===== src/rtl/sqw_pkg.sv =====
// Package for the sleep queue wake-up block: word types, codes, defaults and
// the command/status structs between controller and datapath.
// No dependencies.
package sqw_pkg;

    // Field widths fixed by the word formats
    localparam int ID_W   = 8;
    localparam int DUR_W  = 32;
    localparam int TICK_W = 64;

    // Parameter defaults
    localparam int SLOTS_DEF   = 16;
    localparam int ID_BITS_DEF = 8;

    // Request mode
    localparam logic MODE_SLEEP = 1'b0;
    localparam logic MODE_TICK  = 1'b1;

    // Response kind
    localparam logic KIND_STATUS = 1'b0;
    localparam logic KIND_WAKE   = 1'b1;

    // Response status
    localparam logic [1:0] ST_OK      = 2'd0;
    localparam logic [1:0] ST_IGNORED = 2'd1;
    localparam logic [1:0] ST_FULL    = 2'd2;

    typedef struct packed {
        logic                    mode;
        logic [ID_W-1:0]         thread_id;
        logic signed [DUR_W-1:0] duration;
    } req_t;

    typedef struct packed {
        logic            kind;
        logic [ID_W-1:0] woken_id;
        logic [1:0]      status;
        logic            last;
    } rsp_t;

    // Controller to datapath
    typedef struct packed {
        logic sleep_go;  // take a sleep request
        logic tick_go;   // take a tick, start the scan
        logic step;      // process the entry at the scan index
        logic fin;       // close the scan, flush the held notice
    } ctrl_cmd_t;

    // Datapath to controller
    typedef struct packed {
        logic occ_zero;
        logic due;
        logic pend_valid;
        logic out_free;
        logic scan_last;
    } dp_stat_t;

endpackage


===== src/rtl/sqw_ram.sv =====
// Generic single-write, single-read RAM with registered read data.
// No dependencies.
module sqw_ram #(
    parameter int WIDTH = 72,
    parameter int DEPTH = 16,
    parameter int AW    = (DEPTH > 1) ? $clog2(DEPTH) : 1
) (
    input  logic             clk,
    input  logic             we,
    input  logic [AW-1:0]    waddr,
    input  logic [WIDTH-1:0] wdata,
    input  logic [AW-1:0]    raddr,
    output logic [WIDTH-1:0] rdata
);

    logic [WIDTH-1:0] mem_reg [DEPTH];
    logic [WIDTH-1:0] rdata_reg;

    always_ff @(posedge clk)
    begin
        if (we)
        begin
            mem_reg[waddr] <= wdata;
        end
        rdata_reg <= mem_reg[raddr];
    end

    assign rdata = rdata_reg;

endmodule


===== src/rtl/sqw_datapath.sv =====
// Datapath: tick counter, queue occupancy, queue RAM, scan pointers,
// held wake notice and the output word register.
// Depends on sqw_pkg and sqw_ram.
module sqw_datapath #(
    parameter int SLOTS   = sqw_pkg::SLOTS_DEF,
    parameter int ID_BITS = sqw_pkg::ID_BITS_DEF
) (
    input  logic              clk,
    input  logic              rst_n,
    input  sqw_pkg::req_t     req,
    input  sqw_pkg::ctrl_cmd_t cmd,
    output sqw_pkg::dp_stat_t stat,
    output logic              rsp_valid,
    input  logic              rsp_stall,
    output sqw_pkg::rsp_t     rsp
);
    import sqw_pkg::*;

    localparam int CW = $clog2(SLOTS + 1);
    localparam int AW = (SLOTS > 1) ? $clog2(SLOTS) : 1;
    localparam int KW = (ID_BITS < ID_W) ? ID_BITS : ID_W;
    localparam int EW = KW + TICK_W;
    localparam logic [CW-1:0] SLOTS_CW = CW'(SLOTS);

    logic [TICK_W-1:0] tick_reg, tick_next;
    logic [CW-1:0]     occ_reg, occ_next;
    logic [CW-1:0]     idx_reg, idx_next;
    logic [CW-1:0]     keep_reg, keep_next;
    logic [KW-1:0]     pend_id_reg, pend_id_next;
    logic              pend_valid_reg, pend_valid_next;
    rsp_t              out_reg, out_next;
    logic              out_valid_reg, out_valid_next;

    logic [CW-1:0]     idx_p1;
    logic [KW-1:0]     req_id;
    logic [TICK_W:0]   wake_sum;
    logic [TICK_W-1:0] wake;
    logic              dur_bad;
    logic              q_full;
    logic              sleep_ok;
    logic [1:0]        sleep_st;
    logic              out_free;
    logic              out_load;
    logic              due;
    logic              we;
    logic [AW-1:0]     waddr;
    logic [EW-1:0]     wdata;
    logic [AW-1:0]     raddr;
    logic [EW-1:0]     rdata;
    logic [KW-1:0]     rd_id;
    logic [TICK_W-1:0] rd_wake;

    // Queue storage
    sqw_ram #(
        .WIDTH(EW),
        .DEPTH(SLOTS),
        .AW   (AW)
    ) u_ram (
        .clk  (clk),
        .we   (we),
        .waddr(waddr),
        .wdata(wdata),
        .raddr(raddr),
        .rdata(rdata)
    );

    assign rd_id   = rdata[EW-1:TICK_W];
    assign rd_wake = rdata[TICK_W-1:0];

    // Sleep request: status and saturating wake time
    assign req_id   = req.thread_id[KW-1:0];
    assign wake_sum = {1'b0, tick_reg} + {{(TICK_W - DUR_W + 1){1'b0}}, req.duration};
    assign wake     = wake_sum[TICK_W] ? {TICK_W{1'b1}} : wake_sum[TICK_W-1:0];
    assign dur_bad  = req.duration[DUR_W-1] || (req.duration == '0);
    assign q_full   = (occ_reg == SLOTS_CW);
    assign sleep_ok = !dur_bad && !q_full;
    assign sleep_st = dur_bad ? ST_IGNORED : (q_full ? ST_FULL : ST_OK);

    // Scan compare and pointers
    assign idx_p1 = idx_reg + CW'(1);
    assign due    = (rd_wake <= tick_reg);

    // RAM ports: append on sleep, compact on a kept entry
    assign we    = (cmd.sleep_go && sleep_ok) || (cmd.step && !due);
    assign waddr = cmd.sleep_go ? occ_reg[AW-1:0] : keep_reg[AW-1:0];
    assign wdata = cmd.sleep_go ? {req_id, wake} : rdata;
    assign raddr = cmd.step ? idx_p1[AW-1:0] : idx_reg[AW-1:0];

    assign out_free = !out_valid_reg || !rsp_stall;

    // Next-state logic
    always_comb
    begin
        tick_next       = tick_reg;
        occ_next        = occ_reg;
        idx_next        = idx_reg;
        keep_next       = keep_reg;
        pend_id_next    = pend_id_reg;
        pend_valid_next = pend_valid_reg;
        out_next        = out_reg;
        out_load        = 1'b0;

        if (cmd.sleep_go)
        begin
            out_load          = 1'b1;
            out_next.kind     = KIND_STATUS;
            out_next.woken_id = ID_W'(req_id);
            out_next.status   = sleep_st;
            out_next.last     = 1'b1;
            if (sleep_ok)
            begin
                occ_next = occ_reg + CW'(1);
            end
        end

        if (cmd.tick_go)
        begin
            tick_next       = tick_reg + TICK_W'(1);
            idx_next        = '0;
            keep_next       = '0;
            pend_valid_next = 1'b0;
        end

        if (cmd.step)
        begin
            idx_next = idx_p1;
            if (due)
            begin
                // earlier notice is not the last one
                if (pend_valid_reg)
                begin
                    out_load          = 1'b1;
                    out_next.kind     = KIND_WAKE;
                    out_next.woken_id = ID_W'(pend_id_reg);
                    out_next.status   = ST_OK;
                    out_next.last     = 1'b0;
                end
                pend_id_next    = rd_id;
                pend_valid_next = 1'b1;
            end
            else
            begin
                keep_next = keep_reg + CW'(1);
            end
        end

        if (cmd.fin)
        begin
            if (pend_valid_reg)
            begin
                out_load          = 1'b1;
                out_next.kind     = KIND_WAKE;
                out_next.woken_id = ID_W'(pend_id_reg);
                out_next.status   = ST_OK;
                out_next.last     = 1'b1;
            end
            occ_next        = keep_reg;
            idx_next        = '0;
            keep_next       = '0;
            pend_valid_next = 1'b0;
        end

        if (out_load)
        begin
            out_valid_next = 1'b1;
        end
        else
        begin
            out_valid_next = out_valid_reg && rsp_stall;
        end
    end

    // Control registers
    always_ff @(posedge clk or negedge rst_n)
    begin
        if (!rst_n)
        begin
            tick_reg       <= '0;
            occ_reg        <= '0;
            idx_reg        <= '0;
            keep_reg       <= '0;
            pend_valid_reg <= 1'b0;
            out_valid_reg  <= 1'b0;
        end
        else
        begin
            tick_reg       <= tick_next;
            occ_reg        <= occ_next;
            idx_reg        <= idx_next;
            keep_reg       <= keep_next;
            pend_valid_reg <= pend_valid_next;
            out_valid_reg  <= out_valid_next;
        end
    end

    // Payload registers
    always_ff @(posedge clk)
    begin
        pend_id_reg <= pend_id_next;
        if (out_load)
        begin
            out_reg <= out_next;
        end
    end

    assign rsp_valid = out_valid_reg;
    assign rsp       = out_reg;

    assign stat.occ_zero   = (occ_reg == '0);
    assign stat.due        = due;
    assign stat.pend_valid = pend_valid_reg;
    assign stat.out_free   = out_free;
    assign stat.scan_last  = (idx_p1 == occ_reg);

    // Checks
    a_occ_bound: assert property (@(posedge clk) disable iff (!rst_n)
        occ_reg <= SLOTS_CW)
        else $error("queue occupancy above slot count");

    a_keep_behind: assert property (@(posedge clk) disable iff (!rst_n)
        keep_reg <= idx_reg)
        else $error("compaction pointer ahead of scan pointer");

    a_no_overwrite: assert property (@(posedge clk) disable iff (!rst_n)
        out_load |-> out_free)
        else $error("output word overwritten while stalled");

    a_tick_inc: assert property (@(posedge clk) disable iff (!rst_n)
        cmd.tick_go |=> tick_reg == $past(tick_reg) + TICK_W'(1))
        else $error("tick counter did not advance");

endmodule


===== src/rtl/sqw_ctrl.sv =====
// Controller state machine: request acceptance and the tick scan sequence.
// Depends on sqw_pkg.
module sqw_ctrl (
    input  logic               clk,
    input  logic               rst_n,
    input  logic               req_valid,
    input  logic               req_mode,
    output logic               req_stall,
    input  sqw_pkg::dp_stat_t  stat,
    output sqw_pkg::ctrl_cmd_t cmd
);
    import sqw_pkg::*;

    typedef enum logic [2:0] {
        S_IDLE = 3'b001,
        S_SCAN = 3'b010,
        S_FIN  = 3'b100
    } state_t;

    state_t state_reg, state_next;
    logic   accept;

    assign req_stall = !((state_reg == S_IDLE) && stat.out_free);
    assign accept    = req_valid && !req_stall;

    // Sequencing
    always_comb
    begin
        state_next = state_reg;
        cmd        = '0;
        unique case (state_reg)
            S_IDLE:
            begin
                if (accept)
                begin
                    if (req_mode == MODE_TICK)
                    begin
                        cmd.tick_go = 1'b1;
                        if (!stat.occ_zero)
                        begin
                            state_next = S_SCAN;
                        end
                    end
                    else
                    begin
                        cmd.sleep_go = 1'b1;
                    end
                end
            end
            S_SCAN:
            begin
                // a due entry pushes out the held notice; wait for room
                if (!(stat.due && stat.pend_valid && !stat.out_free))
                begin
                    cmd.step = 1'b1;
                    if (stat.scan_last)
                    begin
                        state_next = S_FIN;
                    end
                end
            end
            S_FIN:
            begin
                if (!stat.pend_valid || stat.out_free)
                begin
                    cmd.fin    = 1'b1;
                    state_next = S_IDLE;
                end
            end
            default:
            begin
                state_next = S_IDLE;
            end
        endcase
    end

    always_ff @(posedge clk or negedge rst_n)
    begin
        if (!rst_n)
        begin
            state_reg <= S_IDLE;
        end
        else
        begin
            state_reg <= state_next;
        end
    end

endmodule


===== src/rtl/sleep_queue_wakeup_top.sv =====
// Top level of the sleep queue wake-up block.
// Depends on sqw_pkg, sqw_ctrl, sqw_datapath (and sqw_ram below it).
//
// Usage:
//   req channel (req_valid/req_stall/req): one word per sleep request
//   (mode 0) or timer tick (mode 1). rsp channel (rsp_valid/rsp_stall/rsp):
//   result words, each with a last flag on the final word of its request.
//   A sleep request yields one status word in the cycle after acceptance:
//   accepted (queued with wake time = count + duration, saturating),
//   ignored (duration of zero or less) or full (SLOTS entries queued).
//   A tick increments the 64-bit counter, then scans the queue from the
//   head, one entry per cycle from the queue RAM's read port unless a
//   wake word waits for room, emitting a wake word for each due entry and
//   compacting the rest in order. A tick with an empty queue does not scan
//   and gives no words. Wake words come out at most one per cycle, each
//   held until the scan finds the next due entry or the scan closes.
//   One request is in flight at a time; req_stall is high while a scan
//   runs or while an undelivered word blocks the output register.
//   When rsp_stall is high the output word holds.
//   Reset clears the counter and the queue; no clearing pass is needed.
module sleep_queue_wakeup_top #(
    parameter int SLOTS   = sqw_pkg::SLOTS_DEF,
    parameter int ID_BITS = sqw_pkg::ID_BITS_DEF
) (
    input  logic          clk,
    input  logic          rst_n,
    input  logic          req_valid,
    output logic          req_stall,
    input  sqw_pkg::req_t req,
    output logic          rsp_valid,
    input  logic          rsp_stall,
    output sqw_pkg::rsp_t rsp
);
    import sqw_pkg::*;

    ctrl_cmd_t cmd;
    dp_stat_t  stat;

    sqw_ctrl u_ctrl (
        .clk      (clk),
        .rst_n    (rst_n),
        .req_valid(req_valid),
        .req_mode (req.mode),
        .req_stall(req_stall),
        .stat     (stat),
        .cmd      (cmd)
    );

    sqw_datapath #(
        .SLOTS  (SLOTS),
        .ID_BITS(ID_BITS)
    ) u_dp (
        .clk      (clk),
        .rst_n    (rst_n),
        .req      (req),
        .cmd      (cmd),
        .stat     (stat),
        .rsp_valid(rsp_valid),
        .rsp_stall(rsp_stall),
        .rsp      (rsp)
    );

endmodule


===== config.mk =====
export PLATFORM = sky130hd
export DESIGN_NAME = sleep_queue_wakeup_top
export DESIGN_NICKNAME = d
export VERILOG_FILES = /design/src/rtl/sqw_pkg.sv /design/src/rtl/sqw_ram.sv /design/src/rtl/sqw_datapath.sv /design/src/rtl/sqw_ctrl.sv /design/src/rtl/sleep_queue_wakeup_top.sv
export SDC_FILE = /design/constraint.sdc
export NUM_CORES = 2
export LEC_CHECK = 0
export BUFFER_PORTS_ARGS = -buffer_cell sky130_fd_sc_hd__buf_4
export CORE_MARGIN = 2
export CORE_UTILIZATION = 57
export DETAILED_ROUTE_END_ITERATION = 10
export HOLD_SLACK_MARGIN = 0.1
export PLACE_DENSITY = 0.76
export SYNTH_ARGS = -nofsm -noshare
export SYNTH_HDL_FRONTEND = slang
export SYNTH_HIERARCHICAL = 1
export SYNTH_SLANG_ARGS = --single-unit

===== constraint.sdc =====
create_clock -name clk -period 9.89 [get_ports clk]
set_input_delay 1.978 -clock clk [delete_from_list [all_inputs] [get_ports clk]]
set_output_delay 1.978 -clock clk [all_outputs]
set_load 0.01 [all_outputs]

==> results by group <==
Finish
  • Most frequent cells in the layout: edfxtp_1 (1172), mux4_2 (288), nand2_1 (167)
  • Final nets: around 3.4k
  • Max FFs per register: about 1.2k
  • Area Overhead vs Synth: 12.1%
  • Ant diodes: 0
  • Layout cell share with drive strength beyond 1: a little over a fifth
  • Finished Cell Area: around 61000 um2
  • Most common cell after layout, fill and taps aside: edfxtp_1

Clock network
  • CTS tree: done
  • CTS Sinks: 1328
  • Setup repair bufs after CTS: 0
  • Maximum root-to-sink buffer count: 3
  • Post_cts resized: 0
  • Root buffer cell: clkbuf_16
  • Clk slew on worst S/H paths: ~0.060 ns
  • CTS buffer count: around 130
  • Clock latency on the worst-skew pair: 0.77 ns
  • Post-CTS Hold Fix Bufs: 0
  • H-tree depth: 4

Placed design
  • Placement Cell Area: between 50000 and 60000 um2
  • Final weighted congestion in routability-driven placement: roughly 0.95
  • Number of port buffers: 58
  • DPL Wire Length: between 80000 and 90000 um
  • Pre-CTS WS: around 3.0 ns

Timing
  • Final Worst Setup Slack: 2.93 ns
  • Fin crit period: 6.96 ns
  • Hold slack: 0.435 ns
  • Slew headroom: between 4 and 5%
  • Clock skew: ~0.053 ns
  • Slew Viols, Final: 0
  • Fin Setup TNS: 0 ns
  • Part of the cycle the worst path needs: between 70% and 80%
  • Fmax: approximately 140 MHz
  • Final hold vios: 0
  • Setup-failing EPs final: 0
  • Worst-margin pin slew: about 1.4 ns
  • RSZ-0062 raised after global routing: false

Detailed routing
  • Wire per inst: between 30 and 40 um
  • Iter 0 DRT Violations: between 4k and 5k
  • DRT Wirelength: about 140000 um
  • DRC Markers: 0
  • Antenna viol nets, final: 0
  • Vias: a little over 30k
  • Detailed Routing Iterations Pass 1: 6
  • Via density: roughly 6.6

Setup path
  • Critical path arrival: between 7 and 8 ns
  • CP Class: register to register
  • Critical path launch point type: register
  • Crit end category: register
  • Reg2Reg Setup Slack: roughly 3 ns
  • Critical path fanouts, max: 49
  • Critical Path RT: around 11 ns

Logic synthesis
  • Syn avg cell area: 17.6 um2
  • EDFF count, synth: about 1.2k
  • Main synth FF type: edfxtp_1
  • Syn Nets: between 3k and 4k
  • Post-synthesis sequential area ratio: between 70% and 80%
  • Yosys reg bits: roughly 1.3k
  • Distinct cells, synth: 91
  • Biggest area consumer among synthesized cells: edfxtp_1
  • Asr flop ratio synth: between 6 and 7%
  • Largest cells by area after synthesis: edfxtp_1 (64%), mux4_2 (12%), dfrtp_1 (3.8%), dfxtp_1 (2.6%), ha_1 (2.3%)
  • Yosys Warn Count: 6
  • Mapped Cells: 3114
  • Mapped cell area: about 55000 um2
  • Yosys top cell area share: ~64%

Floorplan
  • Chip width: around 310 um
  • Row count: 113
  • IO Count: 59
  • Die height: roughly 310 um
  • Core area: between 90000 and 100000 um2
  • Starting density of the core: between 50% and 60%
  • Die Area: approximately 99000 um2

Global routing
  • Largest net degree at the start of global routing: between 150 and 200
  • Total gr overflow: 0
  • First-pass GRT wire length: about 200000 um
  • Vias in the first global route: 30.6k
  • Initial antenna violation count: 6
  • Total GRT Usage: roughly 28%

Power and ir drop
  • VDD IR max: around 0.17 mV
  • PD cells: about 250 nW/um2
  • Leak: 20.0 nW

Worst hold path
  • Hold Path Class: register to register

Flow run
  • Max cap viols: 0

Outcome
  • Status: completed
## kinds of logic (layout without fill, tap and decap cells)
| kind of cell | Yosys count | in the layout | synth area share (%) |
|---|---|---|---|
| flops | 1328 | 1328 | 70.8 |
| buf+inv | 248 | 459 | 2.10 |
| compound gates | 465 | 465 | 5.66 |
| fa+ha+maj | 103 | 103 | 2.37 |
| mux | 302 | 302 | 12.1 |
| xor+xnor | 119 | 119 | 1.90 |
| simple gates | 549 | 549 | 5.05 |
## cells in the mapped netlist, drive strengths merged, types with 10 or more instances
library cell	number
o211ai	12
a21oi	123
mux2	12
and4	10
xor2	19
nand3	52
mux4	288
a21o	28
a31oi	16
nor3	32
inv	97
nor2	134
dfxtp	72
nand4	46
xnor2	100
ha	102
nand2	168
dfrtp	83
or3	11
nor4	20
edfxtp	1172
o21ai	64
a22oi	144
buf	61
nand2b	12
clkbuf	90
and3	12
## worst max-delay path, cell delays in order (launching register included)
cell and delay (ns):
dfrtp_1 0.46, inv_1 0.11, ha_1 0.32, nand4_1 0.15
or3_1 0.47, or4_4 0.53, nor3_4 0.16, a221o_2 0.22
or2_1 0.22, nand2_1 0.16, a21oi_1 0.69, nand4_1 0.21
xnor2_1 0.77, nor2b_4 0.89, buf_4 0.83, a22oi_1 0.27
nand2_1 0.31
## area by class of cell
cell class | instances | area (um2)
inverters | 97 | 372
repair buffers | 121 | 1100
flip-flops and latches | 1328 | 38700
clock inverters | 80 | 966
clock buffers | 161 | 3510
well taps | 1265 | 1580
fillers | 6202 | 33600
multi-input cells | 1538 | 15100
## report_power, final
part	total, mW	internal [mW]	switching (mW)
combinational	3.26	1.25	2.01
clock	5.12	2.92	2.20
sequential	7.26	7.04	0.214
## per-stage QoR
step	util, %	power [mW]	instances
detailed placement	59.8	10.5	4345
floorplan	-	9.50	3114
global route	64.6	16.2	4590
global placement	59.8	10.4	4344
CTS	64.5	15.6	4586
finish	64.6	15.6	4590
## final timing paths
path | cells past startpoint | endpoint | start
max in group asynchronous | 2 | u_dp/tick_reg[55] | rst_n
min in group asynchronous | 1 | u_dp/tick_reg[0] | rst_n
hold reg to reg | 0 | u_dp/pend_id_reg[4] | u_dp/u_ram/rdata[68]
hold / removal | 0 | u_dp/pend_id_reg[4] | u_dp/u_ram/rdata[68]
setup reg to reg | 16 | u_dp/u_ram/rdata[15] | u_dp/tick_reg[41]
setup / recovery | 16 | u_dp/u_ram/rdata[15] | u_dp/tick_reg[41]
## metal layers
layer  vias up  global-route usage (%)  routed length [um]
met5         -                       0                  59
li1      12700                       -                   -
met1     15700                    41.4               54900
met4         8                    8.39                3290
met3       216                    5.93               14700
met2      1786                    43.9               65000
No activity file was read; power rests on OpenSTA's default activity.
